## src/design/rgbled_pkg.sv

```systemverilog
package rgbled_pkg;

  // Width of the stored blink period
  localparam int PERIOD_BITS = 16;
  // Width of the blink_period field on the port
  localparam int PERIOD_IN_W = 16;
  localparam int PERIOD_EXT_W = (PERIOD_BITS > PERIOD_IN_W) ? PERIOD_BITS : PERIOD_IN_W;
  // A wait counter must hold a register value or half a blink period
  localparam int WAIT_W = (PERIOD_BITS - 1 > 16) ? PERIOD_BITS - 1 : 16;

  typedef logic [WAIT_W-1:0] wait_t;
  typedef logic [PERIOD_BITS-1:0] period_t;

  localparam wait_t WAIT_ONE = wait_t'(1);

  typedef logic [1:0] cmd_t;
  localparam cmd_t CMD_TICK  = 2'd0;
  localparam cmd_t CMD_MODE  = 2'd1;
  localparam cmd_t CMD_BLINK = 2'd2;

  typedef logic [1:0] mode_t;
  localparam mode_t MODE_CYCLE  = 2'd0;
  localparam mode_t MODE_LOWBAT = 2'd1;
  localparam mode_t MODE_BLINK  = 2'd2;
  localparam mode_t MODE_IDLE   = 2'd3;

  typedef logic [1:0] reg_idx_t;
  localparam reg_idx_t REG_CYCLE_HOLD   = 2'd0;
  localparam reg_idx_t REG_BREATHE_STEP = 2'd1;
  localparam reg_idx_t REG_IDLE_POLL    = 2'd2;

  localparam logic [15:0] CYCLE_HOLD_RESET   = 16'd1000;
  localparam logic [15:0] BREATHE_STEP_RESET = 16'd25;
  localparam logic [15:0] IDLE_POLL_RESET    = 16'd250;

  typedef enum logic [2:0] {
    PH_NONE = 3'b001,
    PH_ON   = 3'b010,
    PH_OFF  = 3'b100
  } phase_t;

  typedef struct packed {
    logic [7:0] red;
    logic [7:0] green;
    logic [7:0] blue;
  } rgb_t;

  localparam rgb_t RGB_BLACK = '{red: 8'h00, green: 8'h00, blue: 8'h00};
  localparam rgb_t RGB_RED   = '{red: 8'hFF, green: 8'h00, blue: 8'h00};
  localparam rgb_t RGB_GREEN = '{red: 8'h00, green: 8'hFF, blue: 8'h00};
  localparam rgb_t RGB_BLUE  = '{red: 8'h00, green: 8'h00, blue: 8'hFF};

  localparam logic [7:0] BREATH_MIN = 8'h01;
  localparam logic [7:0] BREATH_MAX = 8'hFF;
  localparam logic [1:0] COLOUR_LAST = 2'd2;

  typedef struct packed {
    rgb_t  colour;
    logic  write;
    mode_t mode;
  } result_t;

  // Wait of zero counts as one tick
  function automatic wait_t at_least_one(input wait_t w);
    at_least_one = (w == '0) ? WAIT_ONE : w;
  endfunction

endpackage

```

## src/design/rgb_status_led_sequencer_top.sv

```systemverilog
// A result beat is registered before it is offered; every accepted beat yields exactly one result beat.
// One input beat is accepted per cycle while in_stall is low.
// Output side has a result register plus one skid entry, so input accepts
// continue while a result waits; in_stall rises only when the skid entry is full.
// Reset (rst, synchronous, active high): registers to 1000/25/250, cycle mode,
// black LED, wait counter 0 so the first tick acts; no beats are pending.
module rgb_status_led_sequencer_top
  import rgbled_pkg::*;
(
  input  logic        clk,
  input  logic        rst,
  // configuration
  input  logic        cfg_write,
  input  logic [1:0]  cfg_index,
  input  logic [15:0] cfg_data,
  // input channel
  input  logic        in_valid,
  output logic        in_stall,
  input  logic [1:0]  cmd,
  input  logic [1:0]  new_mode,
  input  logic [7:0]  blink_count,
  input  logic [15:0] blink_period,
  input  logic [7:0]  blink_red,
  input  logic [7:0]  blink_green,
  input  logic [7:0]  blink_blue,
  // result channel
  output logic        out_valid,
  input  logic        out_stall,
  output logic [7:0]  led_red,
  output logic [7:0]  led_green,
  output logic [7:0]  led_blue,
  output logic        led_write,
  output logic [1:0]  mode_now
);

  // Configuration registers
  logic [15:0] cycle_hold_ticks;
  logic [15:0] breathe_step_ticks;
  logic [15:0] idle_poll_ticks;

  // Sequencer state
  mode_t      mode, mode_next;
  mode_t      saved_mode, saved_mode_next;
  wait_t      wait_left, wait_left_next;
  logic [1:0] colour_index, colour_index_next;
  logic [7:0] breath_level, breath_level_next;
  logic       breath_rising, breath_rising_next;
  logic [7:0] blink_total, blink_total_next;
  period_t    blink_ticks, blink_ticks_next;
  rgb_t       blink_colour, blink_colour_next;
  logic [7:0] blinks_left, blinks_left_next;
  phase_t     blink_phase, blink_phase_next;
  rgb_t       led_colour, led_colour_next;
  logic       wrote;

  // Output buffering: result register and one skid entry
  logic    out_full;
  result_t out_data;
  logic    skid_full;
  result_t skid_data;
  result_t step_result;

  logic in_accept;
  logic out_take;

  // Working signals of the step
  logic                    act;         // tick that ran out the wait
  logic                    blink_act;
  logic                    plain_act;
  mode_t                   plain_mode;  // mode acted on by a plain action
  mode_t                   restored_mode;
  logic [7:0]              blinks_dec;
  wait_t                   half_wait;
  logic [PERIOD_EXT_W-1:0] period_ext;
  logic [7:0]              breath_stepped;
  logic                    rising_now;

  assign in_stall  = skid_full;
  assign in_accept = in_valid && !in_stall;
  assign out_take  = out_full && !out_stall;

  // Configuration writes; indexes beyond the list are dropped
  always_ff @(posedge clk) begin
    if (rst) begin
      cycle_hold_ticks   <= CYCLE_HOLD_RESET;
      breathe_step_ticks <= BREATHE_STEP_RESET;
      idle_poll_ticks    <= IDLE_POLL_RESET;
    end else if (cfg_write) begin
      case (cfg_index)
        REG_CYCLE_HOLD:   cycle_hold_ticks   <= cfg_data;
        REG_BREATHE_STEP: breathe_step_ticks <= cfg_data;
        REG_IDLE_POLL:    idle_poll_ticks    <= cfg_data;
        default: ;
      endcase
    end
  end

  // Period is kept in its low PERIOD_BITS bits
  assign period_ext = PERIOD_EXT_W'(blink_period);
  // Each blink phase lasts half a period, at least one tick
  assign half_wait  = at_least_one(wait_t'(blink_ticks >> 1));
  assign blinks_dec = (blinks_left == 8'd0) ? 8'd0 : blinks_left - 8'd1;
  assign restored_mode = (saved_mode == MODE_BLINK) ? MODE_IDLE : saved_mode;

  // Breathing direction turns at the ends of the ramp
  always_comb begin
    rising_now = breath_rising;
    if (breath_level == BREATH_MIN) begin
      rising_now = 1'b1;
    end else if (breath_level == BREATH_MAX) begin
      rising_now = 1'b0;
    end
    breath_stepped = rising_now ? {breath_level[6:0], 1'b1} : (breath_level >> 1);
  end

  // One step of the sequencer
  always_comb begin
    mode_next          = mode;
    saved_mode_next    = saved_mode;
    wait_left_next     = wait_left;
    colour_index_next  = colour_index;
    breath_level_next  = breath_level;
    breath_rising_next = breath_rising;
    blink_total_next   = blink_total;
    blink_ticks_next   = blink_ticks;
    blink_colour_next  = blink_colour;
    blinks_left_next   = blinks_left;
    blink_phase_next   = blink_phase;
    led_colour_next    = led_colour;
    wrote              = 1'b0;

    act        = (cmd == CMD_TICK) && (wait_left <= WAIT_ONE);
    blink_act  = act && (mode == MODE_BLINK);
    plain_act  = act && (mode != MODE_BLINK);
    plain_mode = mode;

    case (cmd)
      CMD_TICK: begin
        if (!act) begin
          wait_left_next = wait_left - WAIT_ONE;
        end
        if (blink_act) begin
          if (blink_phase == PH_ON) begin
            // colour shown: go dark for the second half
            led_colour_next  = RGB_BLACK;
            wrote            = 1'b1;
            blink_phase_next = PH_OFF;
            wait_left_next   = half_wait;
          end else begin
            blinks_left_next = (blink_phase == PH_OFF) ? blinks_dec : blink_total;
            if (blinks_left_next == 8'd0) begin
              // blink done: restore the saved mode and let it act now
              blink_phase_next = PH_NONE;
              mode_next        = restored_mode;
              plain_mode       = restored_mode;
              plain_act        = 1'b1;
            end else begin
              led_colour_next  = blink_colour;
              wrote            = 1'b1;
              blink_phase_next = PH_ON;
              wait_left_next   = half_wait;
            end
          end
        end
        if (plain_act) begin
          case (plain_mode)
            MODE_CYCLE: begin
              case (colour_index)
                2'd1:    led_colour_next = RGB_GREEN;
                2'd2:    led_colour_next = RGB_BLUE;
                default: led_colour_next = RGB_RED;
              endcase
              wrote             = 1'b1;
              colour_index_next = (colour_index >= COLOUR_LAST) ? 2'd0 : colour_index + 2'd1;
              wait_left_next    = at_least_one(wait_t'(cycle_hold_ticks));
            end
            MODE_LOWBAT: begin
              breath_rising_next = rising_now;
              breath_level_next  = breath_stepped;
              led_colour_next    = '{red: breath_stepped, green: 8'h00, blue: 8'h00};
              wrote              = 1'b1;
              wait_left_next     = at_least_one(wait_t'(breathe_step_ticks));
            end
            default: begin
              wait_left_next = at_least_one(wait_t'(idle_poll_ticks));
            end
          endcase
        end
      end
      CMD_MODE: begin
        // takes effect at once; running wait kept, any blink abandoned
        mode_next        = new_mode;
        blink_phase_next = PH_NONE;
      end
      CMD_BLINK: begin
        if (mode != MODE_BLINK) begin
          saved_mode_next   = mode;
          mode_next         = MODE_BLINK;
          blink_total_next  = blink_count;
          blink_ticks_next  = period_ext[PERIOD_BITS-1:0];
          blink_colour_next = '{red: blink_red, green: blink_green, blue: blink_blue};
          blinks_left_next  = 8'd0;
          blink_phase_next  = PH_NONE;
        end
      end
      default: ;
    endcase

    step_result = '{colour: led_colour_next, write: wrote, mode: mode_next};
  end

  // Advance the state on every accepted beat
  always_ff @(posedge clk) begin
    if (rst) begin
      mode          <= MODE_CYCLE;
      saved_mode    <= MODE_CYCLE;
      wait_left     <= '0;
      colour_index  <= 2'd0;
      breath_level  <= BREATH_MIN;
      breath_rising <= 1'b1;
      blink_total   <= 8'd0;
      blink_ticks   <= '0;
      blink_colour  <= RGB_BLACK;
      blinks_left   <= 8'd0;
      blink_phase   <= PH_NONE;
      led_colour    <= RGB_BLACK;
    end else if (in_accept) begin
      mode          <= mode_next;
      saved_mode    <= saved_mode_next;
      wait_left     <= wait_left_next;
      colour_index  <= colour_index_next;
      breath_level  <= breath_level_next;
      breath_rising <= breath_rising_next;
      blink_total   <= blink_total_next;
      blink_ticks   <= blink_ticks_next;
      blink_colour  <= blink_colour_next;
      blinks_left   <= blinks_left_next;
      blink_phase   <= blink_phase_next;
      led_colour    <= led_colour_next;
    end
  end

  // Result register with skid entry: the skid catches a beat accepted while
  // the result register is held, and drains first once it moves
  always_ff @(posedge clk) begin
    if (rst) begin
      out_full  <= 1'b0;
      skid_full <= 1'b0;
    end else if (!out_full || out_take) begin
      if (skid_full) begin
        out_full  <= 1'b1;
        skid_full <= 1'b0;
      end else begin
        out_full <= in_accept;
      end
    end else if (in_accept) begin
      skid_full <= 1'b1;
    end
  end

  always_ff @(posedge clk) begin
    if (!out_full || out_take) begin
      if (skid_full) begin
        out_data <= skid_data;
      end else if (in_accept) begin
        out_data <= step_result;
      end
    end else if (in_accept) begin
      skid_data <= step_result;
    end
  end

  assign out_valid = out_full;
  assign led_red   = out_data.colour.red;
  assign led_green = out_data.colour.green;
  assign led_blue  = out_data.colour.blue;
  assign led_write = out_data.write;
  assign mode_now  = out_data.mode;

  // The skid entry is only ever used behind a held result
  a_skid_behind_out: assert property (@(posedge clk) disable iff (rst)
    skid_full |-> out_full)
    else $error("skid entry full while result register empty");

  // A tick that does not run out the wait only counts down
  a_wait_countdown: assert property (@(posedge clk) disable iff (rst)
    (in_accept && cmd == CMD_TICK && wait_left > WAIT_ONE)
      |=> wait_left == $past(wait_left) - WAIT_ONE)
    else $error("wait counter did not count down by one");

  // Every accepted tick leaves a nonzero wait behind
  a_wait_nonzero: assert property (@(posedge clk) disable iff (rst)
    (in_accept && cmd == CMD_TICK) |=> wait_left != '0)
    else $error("wait counter left at zero after a tick");

  // Outside blink mode no blink phase may be in progress
  a_phase_only_in_blink: assert property (@(posedge clk) disable iff (rst)
    mode != MODE_BLINK |-> blink_phase == PH_NONE)
    else $error("blink phase active outside blink mode");

endmodule
```

## config.mk

```make
export PLATFORM = sky130hd
export DESIGN_NAME = rgb_status_led_sequencer_top
export DESIGN_NICKNAME = d
export VERILOG_FILES = /design/src/design/rgbled_pkg.sv /design/src/design/rgb_status_led_sequencer_top.sv
export SDC_FILE = /design/constraint.sdc
export NUM_CORES = 1
export LEC_CHECK = 0
export BUFFER_PORTS_ARGS = -buffer_cell sky130_fd_sc_hd__buf_2
export CAP_MARGIN = 20
export CORE_UTILIZATION = 55
export DETAILED_ROUTE_END_ITERATION = 7
export PLACE_DENSITY = 0.75
export REMOVE_ABC_BUFFERS = 1
export SYNTH_ARGS = -nofsm -noshare
export SYNTH_HDL_FRONTEND = slang
export SYNTH_SLANG_ARGS = --single-unit
```

## constraint.sdc

```tcl
create_clock -name clk -period 4.55 [get_ports clk]
set_input_delay 0.91 -clock clk [delete_from_list [all_inputs] [get_ports clk]]
set_output_delay 0.91 -clock clk [all_outputs]
set_load 0.02 [all_outputs]
```

==> impl_metrics.env <==
export IMPL_post_route_util_pct=63.9
export IMPL_p_leak_uw=0.00434
export IMPL_vdd_drop_max_uv=362
export IMPL_cp_max_fo=9
export IMPL_synthesis_instances=1140
export IMPL_die_y_um=137
export IMPL_postCtsSetupRepairBufs=0
export IMPL_port_buffers=102
export IMPL_cts_sinks=217
export IMPL_fin_ws_ns=0.618
export IMPL_area_delta_synth_final_pct=14.0
export IMPL_routed_via_count=8643
export IMPL_cts_resized=0
export IMPL_netlist_area_um2=10100
export IMPL_viasPerCell=5.91
export IMPL_multi_input_area_um2=4800
export IMPL_critical_path_max_stage_delay_ns=0.66
export IMPL_synth_seq_cells=217
export IMPL_maxCapViolCount=0
export IMPL_post_synth_num_cell_types=77
export IMPL_synth_edf_count=54
export IMPL_yosys_top_cells_area="dfxtp_1, edfxtp_1, nand2_1"
export IMPL_net_switching_power_uw=1130
export IMPL_synth_top_area_cell="dfxtp_1"
export IMPL_insertion_delay_ns=0.51
export IMPL_dp_slack_ns=0.506
export IMPL_gp_congestion=0.904
export IMPL_die_w_um=137
export IMPL_switching_share_pct=25.4
export IMPL_internal_power_uw=3320
export IMPL_arrival_ns=4.35
export IMPL_critPathBufInv=2
export IMPL_period_minus_slack_ns=3.93
export IMPL_syn_avg_cell_area_um2=8.83
export IMPL_slowest_stage="a211oi_2"
export IMPL_placementRows=49
export IMPL_dieArea_um2=18900
export IMPL_numCtsBuffers=23
export IMPL_relSlewSlack_pct=41.0
export IMPL_cts_root_buf="clkbuf_16"
export IMPL_drt_met1_wl_um=11200
export IMPL_top_layer="met4"
export IMPL_grt_setup_unrepaired="false"
export IMPL_track_usage_pct=27.3
export IMPL_ys_flop_type="dfxtp_1"
export IMPL_hold_slack_ns=0.456
export IMPL_cts_buffer_depth=3
export IMPL_ant_nets=0
export IMPL_clk_pin_slew_ns=0.06
export IMPL_fillCellCount=1585
export IMPL_hold_violations=0
export IMPL_status="finished, final reports clean"
export IMPL_antenna_cells=0
export IMPL_wl_per_cell_um=17.4
export IMPL_max_freq_mhz=254
export IMPL_start_util_pct=56.0
export IMPL_setup_worst_path_end_class="flip-flop"
export IMPL_seq_area_um2=4880
export IMPL_grt_pass1_vias=7983
export IMPL_drt_first_pass_iters=5
export IMPL_crit_required_ns=4.97
export IMPL_pwr_density_cell_nw_per_um2=388
export IMPL_io_pins=104
export IMPL_drc=0
export IMPL_yosys_warnings=0
export IMPL_hp_class="flip-flop to flip-flop"
export IMPL_final_area_um2=11500
export IMPL_start_kind="flip-flop"
export IMPL_antenna_found_initial=0
export IMPL_setup_viol=0
export IMPL_async_reset_ff_share_pct=0
export IMPL_tightest_slew_ns=0.882
export IMPL_crit_path_cell_trace="inv_1 -> ha_1 -> or4bb_1 -> nor4_1 -> nand3_2 -> a211oi_2 -> buf_4 -> a21oi_4 -> nor4_4 -> a221oi_1 -> a211oi_1"
export IMPL_critPathKind="flip-flop to flip-flop"
export IMPL_power_frac_comb_pct=11.1
export IMPL_route_met3_wl_um=1640
export IMPL_holdBufCountCts=0
export IMPL_nets=1305
export IMPL_grt_pass1_wl_um=40600
export IMPL_gr_total_overflow=0
export IMPL_ys_seq_area_share_pct=48.5
export IMPL_seq_power_share_pct=47.7
export IMPL_tritoncts="built"
export IMPL_core_area_um2=18000
export IMPL_path_delay_family="simple AND/OR/NAND/NOR gates"
export IMPL_ff2ff_setup_slack_ns=0.62
export IMPL_tns_ns=0
export IMPL_yosys_area_top_type_share_pct=32.4
export IMPL_drtIter0Drc=592
export IMPL_dpl_instance_area_um2=10700
export IMPL_finClkSkew_ns=0.00765
export IMPL_pwr_share_clk_pct=41.2
export IMPL_hpwlAfterDp_um=17100
export IMPL_drive_above_1_share_pct=17.3
export IMPL_wirelength_um=25400
export IMPL_cts_max_level=1
export IMPL_grt_max_degree=84
export IMPL_wl_met2_um=11800
export IMPL_fin_crit_sh_pct=86.4
export IMPL_drv_slew=0
-- area by class of cell --
class | instances | share of cell area (%)
Sequential cell | 217 | 42.5
Multi-Input combinational cell | 827 | 41.8
Timing Repair Buffer | 122 | 5.78
Clock buffer | 30 | 5.68
Tap cell | 229 | 2.50
Clock inverter | 12 | 0.861
Inverter | 26 | 0.850
-- final timing paths --
path / from / endpoint / cells past startpoint
min reg2reg: blink_colour[5]$_SDFFE_PP0P_ / blink_colour[5]$_SDFFE_PP0P_ / 2
max: blinks_left[0]$_SDFFE_PP0P_ / wait_left[13]$_SDFFE_PP0P_ / 11
max reg2reg: blinks_left[0]$_SDFFE_PP0P_ / wait_left[13]$_SDFFE_PP0P_ / 11
min: blink_colour[5]$_SDFFE_PP0P_ / blink_colour[5]$_SDFFE_PP0P_ / 2
-- tightest hold or removal path, stage by stage (launching register included) --
cell and delay [ns]:
dfxtp_1 0.31, nand2_1 0.05, a21oi_1 0.05
-- cells in the final DEF (no fill, tap or decap), types with 14 or more instances in the layout --
| master | Yosys | final |
|---|---|---|
| mux2_2 | 21 | 21 |
| nor3_1 | 19 | 19 |
| mux2i_1 | 14 | 14 |
| buf_4 | 3 | 21 |
| buf_2 | 5 | 101 |
| nand3_1 | 17 | 16 |
| edfxtp_1 | 54 | 54 |
| o21a_1 | 17 | 17 |
| clkbuf_16 | 0 | 23 |
| nand3b_1 | 21 | 21 |
| a21oi_1 | 106 | 105 |
| o21ai_0 | 27 | 27 |
| inv_1 | 26 | 26 |
| a211oi_1 | 29 | 29 |
| a22oi_1 | 21 | 21 |
| dfxtp_1 | 163 | 163 |
| nand2_1 | 238 | 238 |
| nor4_1 | 26 | 26 |
| nor2_1 | 104 | 103 |
-- synthesized netlist by cell type (13+ instances only) --
cell type,n
edfxtp_1,54
nor2_1,104
inv_1,26
a22oi_1,21
nand2_1,238
a211oi_1,29
nor3_1,19
clkbuf_1,57
o21a_1,17
mux2_2,21
nand3_1,17
ha_1,13
a21oi_1,106
dfxtp_1,163
nor4_1,26
o21ai_0,27
mux2i_1,14
nand3b_1,21
-- registers in the layout (all words and copies together) (netlist names), 2 cells and up --
signal / count
wait_left: 16
mode_now: 2
mode: 2
breath_level: 8
led_colour: 24
blinks_left: 8
breathe_step_ticks: 16
colour_index: 2
idle_poll_ticks: 16
cycle_hold_ticks: 16
blink_total: 8
led_blue: 8
blink_phase: 3
skid_data: 27
led_green: 8
saved_mode: 2
blink_colour: 24
blink_ticks: 15
led_red: 8
-- per-stage QoR --
stage / total power, µW / std cells
after floorplan: 2460 / 1070
after global placement: 2640 / 1420
after detailed placement: 2650 / 1420
after CTS: 4480 / 1462
after global routing: 4630 / 1463
final: 4460 / 1463
-- routing by layer --
layer  up-vias  track usage [%]
met4         0             9.89
met2       319             44.9
li1       4208                -
met1      4064             36.8
met5         -                0
met3        52             3.57
-- power groups by stage --
stage / clock [µW] / combinational, µW / sequential, µW
finish: 1840 / 495 / 2120
global route: 1950 / 546 / 2130
CTS: 1870 / 491 / 2120
detailed placement: 0 / 488 / 2160
global placement: 0 / 477 / 2160
floorplan: 0 / 287 / 2170
-- cells by family (layout without fill, tap and decap cells) --
logic type                 Yosys count  in the layout  share of synthesized area, %
buffers and inverters               96            190                          4.01
adders and majority gates           13             13                          1.62
xor gates and xnor gates            14             14                          1.22
muxes                               35             35                          3.74
AOI/OAI and AO/OA                  273            273                          17.8
DFF                                217            217                          48.5
and+or+nand+nor                    492            492                          23.1
(Power assumes the default switching activity.)
